### src/rtl/bsa_pkg.sv
// Shared constants, result codes and placement modes for the bitmap span allocator.
// Depends on nothing; used by bitmap_span_allocator_core.
package bsa_pkg;

  localparam int RAM_BYTES_DEF = 2048;
  localparam int PAGE_BYTES    = 256;
  localparam int WORD_BITS     = 64;
  localparam int SIZE_W        = 12;
  localparam int SPAN_W        = 11;
  localparam int IN_DATA_W     = 88;
  localparam int OUT_DATA_W    = 16;

  typedef enum logic [1:0] {
    ST_LOADED = 2'd0,
    ST_ALLOC  = 2'd1,
    ST_NOROOM = 2'd2
  } status_t;

  typedef enum logic [1:0] {
    ZP_AVOID   = 2'd0,
    ZP_ALLOWED = 2'd1,
    ZP_ONLY    = 2'd2
  } zp_mode_t;

  typedef enum logic [1:0] {
    FIT_ALIGN = 2'd0,
    FIT_ANY   = 2'd1,
    FIT_ZERO  = 2'd2,
    FIT_UPPER = 2'd3
  } fit_mode_t;

endpackage

### src/rtl/bitmap_span_allocator_core.sv
// First-fit span allocator over a free-byte bitmap held in a word memory.
// Depends on bsa_pkg for constants, result codes and placement modes.
//
// The free map lives in a memory of RAM_BYTES/64 words of 64 bits and is
// scanned one bit per cycle through a 64-bit shift register, each word
// fetched (S_RD) before its bits are shifted (S_SCAN). A load request
// writes its word when accepted and goes straight to its result. An
// allocation scans the map word by word, makes at most two passes (the
// page-bounded try, then the fallback first fit), and on success clears
// the span word by word (read, shift, write back); the scan ends as soon
// as a fitting run is found. One request is in flight at a time, and a
// finished result waits in the output register while the next request is
// taken. After reset a clearing pass over all RAM_BYTES/64 words zeroes the
// map while s_axis_tready stays low; the map then reads as all bytes used.
module bitmap_span_allocator_core #(
  parameter int RAM_BYTES = bsa_pkg::RAM_BYTES_DEF
) (
  input  logic                           clk,
  input  logic                           rst,
  input  logic                           s_axis_tvalid,
  output logic                           s_axis_tready,
  // word_index[4:0], word_value[68:5], alloc_size[80:69], zp_mode[82:81],
  // page_strict[83], zero fill above.
  input  logic [bsa_pkg::IN_DATA_W-1:0]  s_axis_tdata,
  // req_type[0].
  input  logic                           s_axis_tuser,
  output logic                           m_axis_tvalid,
  input  logic                           m_axis_tready,
  // status[1:0], span_addr[12:2], zero fill above.
  output logic [bsa_pkg::OUT_DATA_W-1:0] m_axis_tdata
);

  localparam int NW  = RAM_BYTES / bsa_pkg::WORD_BITS;
  localparam int WIW = (NW > 1) ? $clog2(NW) : 1;
  localparam int AW  = WIW + 6;
  localparam int EW  = ((AW > bsa_pkg::SIZE_W) ? AW : bsa_pkg::SIZE_W) + 1;

  typedef enum logic [7:0] {
    S_IDLE = 8'b00000001,
    S_RD   = 8'b00000010,
    S_SCAN = 8'b00000100,
    S_CRD  = 8'b00001000,
    S_CSH  = 8'b00010000,
    S_CWR  = 8'b00100000,
    S_DONE = 8'b01000000,
    S_INIT = 8'b10000000
  } state_t;

  state_t state;

  logic [bsa_pkg::WORD_BITS-1:0] mem [NW];
  logic [bsa_pkg::WORD_BITS-1:0] sh;

  logic [WIW-1:0]                wc;
  logic [5:0]                    bc;
  logic [bsa_pkg::SIZE_W-1:0]    sz;
  logic [1:0]                    zp;
  logic                          insist;
  bsa_pkg::fit_mode_t            mode;
  logic                          active;
  logic [bsa_pkg::SIZE_W-1:0]    cnt;
  logic [AW-1:0]                 cstart;
  logic [AW-1:0]                 start;
  logic [EW-1:0]                 end_a;
  bsa_pkg::status_t              status;
  bsa_pkg::status_t              out_status;
  logic [bsa_pkg::SPAN_W-1:0]    span_addr;

  logic [4:0]                    in_widx;
  logic [bsa_pkg::WORD_BITS-1:0] in_wval;
  logic [bsa_pkg::SIZE_W-1:0]    in_size;
  logic [1:0]                    in_zp;
  logic                          in_insist;
  logic                          accept;

  logic [AW-1:0]                 a;
  logic [7:0]                    off;
  logic                          in_p0;
  logic                          big;
  logic [8:0]                    lim;
  logic                          pos_ok;
  logic                          f;
  logic [bsa_pkg::SIZE_W-1:0]    cnt_inc;
  logic                          found;
  logic [AW-1:0]                 found_addr;
  logic                          last_word;
  bsa_pkg::fit_mode_t            fb_mode;
  logic                          do_align;
  logic                          keep;
  logic                          clr_last;
  logic                          restart;

  assign in_widx   = s_axis_tdata[4:0];
  assign in_wval   = s_axis_tdata[68:5];
  assign in_size   = s_axis_tdata[80:69];
  assign in_zp     = s_axis_tdata[82:81];
  assign in_insist = s_axis_tdata[83];

  assign s_axis_tready = (state == S_IDLE);
  assign accept        = s_axis_tvalid && s_axis_tready;
  assign m_axis_tdata  = {3'b000, span_addr, out_status};

  assign a         = {wc, bc};
  assign off       = a[7:0];
  assign in_p0     = ({1'b0, a} < (AW + 1)'(bsa_pkg::PAGE_BYTES));
  assign big       = (sz > bsa_pkg::SIZE_W'(bsa_pkg::PAGE_BYTES));
  assign lim       = 9'(bsa_pkg::PAGE_BYTES) - 9'(sz);
  assign f         = sh[0];
  assign cnt_inc   = cnt + 1'b1;
  assign last_word = (wc == WIW'(NW - 1));
  assign do_align  = (sz > bsa_pkg::SIZE_W'(1)) && (insist || !big);
  assign restart   = !found && (bc == 6'd63) && last_word &&
                     (mode == bsa_pkg::FIT_ALIGN) && !insist;

  always_comb begin
    if (zp == bsa_pkg::ZP_ALLOWED && sz == bsa_pkg::SIZE_W'(1)) begin
      fb_mode = bsa_pkg::FIT_ANY;
    end else if (zp[1]) begin
      fb_mode = bsa_pkg::FIT_ZERO;
    end else begin
      fb_mode = bsa_pkg::FIT_UPPER;
    end
  end

  always_comb begin
    case (mode)
      bsa_pkg::FIT_ALIGN: pos_ok = big ? (off == 8'd0) : ({1'b0, off} <= lim);
      bsa_pkg::FIT_ANY:   pos_ok = 1'b1;
      bsa_pkg::FIT_ZERO:  pos_ok = in_p0 && !big && ({1'b0, off} <= lim);
      bsa_pkg::FIT_UPPER: pos_ok = !in_p0;
      default:            pos_ok = 1'b0;
    endcase
  end

  always_comb begin
    found      = 1'b0;
    found_addr = a;
    if (f) begin
      if (active) begin
        found      = (cnt_inc == sz);
        found_addr = cstart;
      end else if (pos_ok) begin
        found = (sz == bsa_pkg::SIZE_W'(1));
      end
    end
  end

  assign keep     = !((EW'(a) >= EW'(start)) && (EW'(a) < end_a));
  assign clr_last = last_word || ((EW'({wc, 6'd0}) + EW'(bsa_pkg::WORD_BITS)) >= end_a);

  // Free-map memory, fetch/shift register, request payload and found-span bounds.
  always_ff @(posedge clk) begin
    case (state)
      S_INIT: begin
        mem[wc] <= '0;
      end
      S_IDLE: begin
        if (accept) begin
          sz     <= in_size;
          zp     <= in_zp;
          insist <= in_insist;
          if (!s_axis_tuser && (32'(in_widx) < 32'(NW))) begin
            mem[WIW'(in_widx)] <= in_wval;
          end
        end
      end
      S_RD, S_CRD: begin
        sh <= mem[wc];
      end
      S_SCAN: begin
        sh <= {1'b0, sh[bsa_pkg::WORD_BITS-1:1]};
        if (found) begin
          start <= found_addr;
          end_a <= EW'(found_addr) + EW'(sz);
        end
        if (f && !active) begin
          cstart <= a;
        end
      end
      S_CSH: begin
        sh <= {f & keep, sh[bsa_pkg::WORD_BITS-1:1]};
      end
      S_CWR: begin
        mem[wc] <= sh;
      end
      default: begin
      end
    endcase
  end

  always_ff @(posedge clk) begin
    if (rst) begin
      state         <= S_INIT;
      m_axis_tvalid <= 1'b0;
      wc            <= '0;
      bc            <= '0;
      active        <= 1'b0;
      cnt           <= '0;
      mode          <= bsa_pkg::FIT_ALIGN;
      status        <= bsa_pkg::ST_LOADED;
      out_status    <= bsa_pkg::ST_LOADED;
      span_addr     <= '0;
    end else begin
      if (m_axis_tvalid && m_axis_tready && (state != S_DONE)) begin
        m_axis_tvalid <= 1'b0;
      end
      case (state)
        S_INIT: begin
          if (last_word) begin
            state <= S_IDLE;
          end else begin
            wc <= wc + 1'b1;
          end
        end
        S_IDLE: begin
          if (accept) begin
            wc     <= '0;
            bc     <= '0;
            active <= 1'b0;
            cnt    <= '0;
            if (!s_axis_tuser) begin
              status <= bsa_pkg::ST_LOADED;
              state  <= S_DONE;
            end else if (in_size == '0) begin
              status <= bsa_pkg::ST_NOROOM;
              state  <= S_DONE;
            end else begin
              state <= S_RD;
              mode  <= bsa_pkg::FIT_ALIGN;
            end
          end
        end
        S_RD: begin
          if (wc == '0 && mode == bsa_pkg::FIT_ALIGN && !do_align) begin
            mode <= fb_mode;
          end
          bc    <= '0;
          state <= S_SCAN;
        end
        S_SCAN: begin
          if (restart) begin
            active <= 1'b0;
            cnt    <= '0;
          end else if (!f) begin
            active <= 1'b0;
          end else if (active) begin
            cnt <= cnt_inc;
          end else if (pos_ok) begin
            active <= 1'b1;
            cnt    <= bsa_pkg::SIZE_W'(1);
          end
          bc <= bc + 1'b1;
          if (found) begin
            wc    <= found_addr[AW-1:6];
            state <= S_CRD;
          end else if (bc == 6'd63) begin
            if (!last_word) begin
              wc    <= wc + 1'b1;
              state <= S_RD;
            end else if (mode == bsa_pkg::FIT_ALIGN && !insist) begin
              wc    <= '0;
              mode  <= fb_mode;
              state <= S_RD;
            end else begin
              status <= bsa_pkg::ST_NOROOM;
              state  <= S_DONE;
            end
          end
        end
        S_CRD: begin
          bc    <= '0;
          state <= S_CSH;
        end
        S_CSH: begin
          bc <= bc + 1'b1;
          if (bc == 6'd63) begin
            state <= S_CWR;
          end
        end
        S_CWR: begin
          if (clr_last) begin
            status <= bsa_pkg::ST_ALLOC;
            state  <= S_DONE;
          end else begin
            wc    <= wc + 1'b1;
            state <= S_CRD;
          end
        end
        S_DONE: begin
          if (!m_axis_tvalid || m_axis_tready) begin
            m_axis_tvalid <= 1'b1;
            out_status    <= status;
            span_addr     <= (status == bsa_pkg::ST_ALLOC) ?
                             bsa_pkg::SPAN_W'(start) : '0;
            state         <= S_IDLE;
          end
        end
        default: begin
          state <= S_IDLE;
        end
      endcase
    end
  end

endmodule

### config.mk
export PLATFORM = sky130hd
export DESIGN_NAME = bitmap_span_allocator_core
export DESIGN_NICKNAME = d
export VERILOG_FILES = /design/src/rtl/bsa_pkg.sv /design/src/rtl/bitmap_span_allocator_core.sv
export SDC_FILE = /design/constraint.sdc
export NUM_CORES = 2
export LEC_CHECK = 0
export BUFFER_PORTS_ARGS = -buffer_cell sky130_fd_sc_hd__buf_4
export CAP_MARGIN = 5
export CORE_MARGIN = 5
export CORE_UTILIZATION = 62
export DETAILED_ROUTE_END_ITERATION = 16
export PLACE_DENSITY_LB_ADDON = 0.08
export RECOVER_POWER = 25
export SLEW_MARGIN = 10
export SYNTH_ARGS = -nofsm -noshare
export SYNTH_HDL_FRONTEND = slang
export SYNTH_SLANG_ARGS = --single-unit
### constraint.sdc
create_clock -name clk -period 7.1 [get_ports clk]
set_input_delay 1.42 -clock clk [delete_from_list [all_inputs] [get_ports clk]]
set_output_delay 1.42 -clock clk [all_outputs]
set_load 0.02 [all_outputs]
==> summary.md <==
| Metric | Value |
|---|---|
| Num ports | `111` |
| Post-synthesis compound-gate area fraction | `roughly 2.2%` |
| CP Class | `reg -> reg` |
| Status | `finished with violations` |
| Hold slack | `about 0.45 ns` |
| Clock Power Share | `33.9%` |
| GP Congestion | `approximately 0.83` |
| Worst-Margin Slew | `between 3 and 4 ns` |
| CP Launch Type | `flip-flop` |
| Final hold vios | `0` |
| Hold/Removal Path Class | `reg -> reg` |
| Post-synthesis simple-gate area fraction | `under 10%` |
| Slowest CP cell | `nor2_1` |
| Worst skew pair latency | `0.83 ns` |
| Via count | `~42,000` |
| RSZ-0062 raised after global routing | `false` |
| Layout Nets | `4,295` |
| Setup Viol. Count Final | `0` |
| Via density | `6.780` |
| Power density cells | `around 340 nW/um2` |
| Failing checks | `max-capacitance violations, max-slew violations` |
| Adder-cell share of the synthesized area | `0.8146%` |
| H-Tree Depth | `4` |
| Worst setup margin | `around 1.4 ns` |
| Vias in the first global route | `42,160` |
| Global route hottest layer | `met2` |
| Initial antenna violation count | `6` |
| Seq. cell area | `66,040 um2` |
| Die Footprint | `between 100,000 and 150,000 um2` |
| # clock sinks | `2,217` |
| Max VDD drop | `about 0.30 mV` |
| Fillers | `8,448` |
| Fin crit share | `80.51%` |
| Yosys cell types | `73` |
| Most frequent CP cell | `nor2_1` |
| Routed WL per cell | `33.42 um` |
| Die Wd | `384.5 um` |
| Met1 usage | `42.58%` |
| Global-route usage over all layers | `around 29%` |
| Psw | `around 8.3 mW` |
| Power Internal | `24.69 mW` |
| First-pass GRT wire length | `300.2 mm` |
| Worst Path Arrival | `6.18 ns` |
| Ys flop type | `edfxtp_1` |
| Largest net degree at the start of global routing | `107` |
| Fin crit period | `5.716 ns` |
| Row count | `137` |
| Port bufs | `103` |
| TritonRoute pass-1 iters | `6` |
| CTS tree | `yes` |
| DP HPWL | `107.3 mm` |
| Clock Root Buffer | `clkbuf_16` |
| Lkg Pwr | `between 20 and 30 nW` |
| DRC | `0` |
| Combinational family with the most area after synthesis | `multiplexers` |
| Die span in y | `384.5 um` |
| Switching Share | `25.27%` |
| FMAX | `~170 MHz` |
| Seq/Total Area, Yosys | `75.95%` |
| Core Util, Final | `between 60% and 70%` |
| Comb pwr share | `18.5%` |
| Pre-CTS WS | `1.906 ns` |
| P&R area growth vs syn | `11.69%` |
| Grt total ovfl | `0` |
| Drt total wl | `approximately 210 mm` |
| Critical path buffers and inverters | `1` |
| CP max FO | `28` |
| TritonCTS buffer count | `213` |
| Post-CTS Hold Fix Bufs | `0` |
| Share of post-route cells with drive strength above 1 | `about a quarter` |
| Yosys warning total | `0` |
| Core Area | `~140,000 um2` |
| CTS resizes | `0` |
| Worst path max stage delay | `2.39 ns` |
| Critical Path RT | `about 7.6 ns` |
| Area of the multi-input gates | `20,090 um2` |
| Max Buffers Root-to-Sink | `3` |
| Mapped cell area | `86,930 um2` |
| Seq pwr share | `47.6%` |
| Initial Util | `62.38%` |
| Mux cell area share after synthesis | `roughly 18%` |
| Crit path max-delay family | `simple AND/OR/NAND/NOR gates` |
| Final setup TNS | `0 ns` |
| Total of max-cap violations | `33` |
| Rel. slew slack | `-132.3%` |
| Post-route ant nets | `0` |
| Post-synth EDFFs | `2,162` |
| Asr flop ratio synth | `0%` |
| Clock skew | `slightly above 0.03 ns` |
| Max Slew Vio Count | `902` |
| Post-synthesis xor/xnor area fraction | `0.3627%` |
| Clk slew on worst S/H paths | `0.06 ns` |
| Syn avg cell area | `approximately 22 um2` |
| Critical path capture point type | `flip-flop` |
| Post-CTS Setup Repair Bufs | `0` |
| Initial DRC count | `4,921` |
| Cell count after synthesis | `3,933` |
| Cell Chain, Critical Path | `nor2_1, and3_1, nand3b_1, nor2_1, and2_4, and3_1, a31oi_1, nor2_1, buf_4` |
| Met2 Use GR | `45.06%` |
| Synth Register Bits | `approximately 2,200` |
| Met3 Use GR | `6.042%` |
==> worst paths after layout <==
| kind | startpoint | endpoint | slack, ns | depth (start not counted) |
|---|---|---|---|---|
| min | span_addr[6] | span_addr[6] | 0.45 | 2 |
| max reg2reg | state[7] | mem[26][24] | 1.38 | 9 |
| min reg2reg | span_addr[6] | span_addr[6] | 0.45 | 2 |
| max | state[7] | mem[26][24] | 1.38 | 9 |
==> layout by cell type, fill, tap and decap left out, types with 21 or more instances in the layout <==
cell type | synthesis | layout
a21oi_1 | 41 | 41
a22o_1 | 64 | 64
bufinv_16 | 0 | 22
edfxtp_1 | 2162 | 2162
nor3_1 | 21 | 21
nor2_1 | 93 | 73
inv_1 | 46 | 45
nand2_1 | 129 | 129
dfxtp_1 | 55 | 50
clkinv_2 | 0 | 39
nand3_1 | 33 | 33
clkbuf_16 | 0 | 219
clkinv_1 | 0 | 55
clkbuf_1 | 124 | 90
o21ai_0 | 86 | 86
buf_4 | 6 | 132
mux2i_1 | 68 | 68
mux4_2 | 640 | 640
ha_1 | 55 | 55
==> state kept, by name, summed over array words and instances (netlist names), 2 cells and up, named ones only <==
register,cells
start,11
state,8
mem,2048
sz,12
out_status,2
cstart,11
wc,5
status,2
zp,2
mode,2
end_a,13
span_addr,11
bc,6
sh,64
cnt,12
==> worst min-delay path, cell delays in order (launching register included) <==
cell and delay (ns):
dfxtp_1 0.31, nand2_1 0.05, a21oi_1 0.05
==> cells by family (layout without fill, tap and decap cells) <==
logic type               after synthesis  count (layout)
AND/OR/NAND/NOR                      374             374
buffers and inverters                249             646
AO/OA/AOI/OAI                        278             278
other                                  1               5
multiplexers                         722             722
adder cells (fa/ha/maj)               56              56
flip-flops                          2217            2217
XOR/XNOR                              36              36
==> area by class of cell <==
class | instances | area share (%)
antenna | 2 | 0.005154
inverter | 46 | 0.1791
clock buffer | 271 | 5.866
timing repair buffer | 199 | 1.582
multi-input combinational | 1469 | 20.69
sequential | 2217 | 68.01
tap | 1876 | 2.417
clock inverter | 130 | 1.242
==> Yosys cell counts, types with 12 or more instances <==
cell type | n | area [um2]
inv_1 | 46 | 172.7
nand2b_1 | 14 | 87.58
a21oi_1 | 41 | 205.2
a22o_1 | 64 | 560.5
mux2_2 | 14 | 157.7
mux2i_1 | 68 | 680.7
dfxtp_1 | 55 | 1101
edfxtp_1 | 2162 | 64920
xor2_1 | 17 | 148.9
nor3_1 | 21 | 105.1
mux4_2 | 640 | 14410
xnor2_1 | 19 | 166.4
clkbuf_1 | 124 | 465.5
ha_1 | 55 | 688.2
nand4_1 | 12 | 75.07
nor2_1 | 93 | 349.1
o21ai_0 | 86 | 430.4
nor2b_1 | 17 | 106.4
buf_1 | 65 | 244.0
nand2_1 | 129 | 484.2
nand3_1 | 33 | 165.2
==> metrics by stage <==
stage | std cells | power (mW) | instance area, um2
floorplan | 3935 | 20.19 | 86940
global placement | 5807 | 22.08 | 90500
detailed placement | 5807 | 22.16 | 90500
CTS | 6208 | 33.27 | 97410
global route | 6209 | 34.21 | 97100
finish | 6210 | 33.04 | 97100
==> power groups by stage <==
| stage | logic, mW | clock network, mW | registers [mW] |
|---|---|---|---|
| 6_report | 6.12 | 11.2 | 15.7 |
| 3_5_place_dp | 6.18 | 0 | 16.0 |
| 5_1_grt | 6.48 | 11.9 | 15.8 |
| 2_1_floorplan | 4.48 | 0 | 15.7 |
| 3_3_place_gp | 6.14 | 0 | 15.9 |
| 4_1_cts | 6.21 | 11.4 | 15.7 |
==> layer usage <==
metal  part of all wire (%)  vias up
met5                  0.013        -
met2                     48     2302
met4                    2.4        4
met1                     39    22400
met3                     10      314
li1                       -    17080
Note: power is estimated with default switching activity, not from simulation.
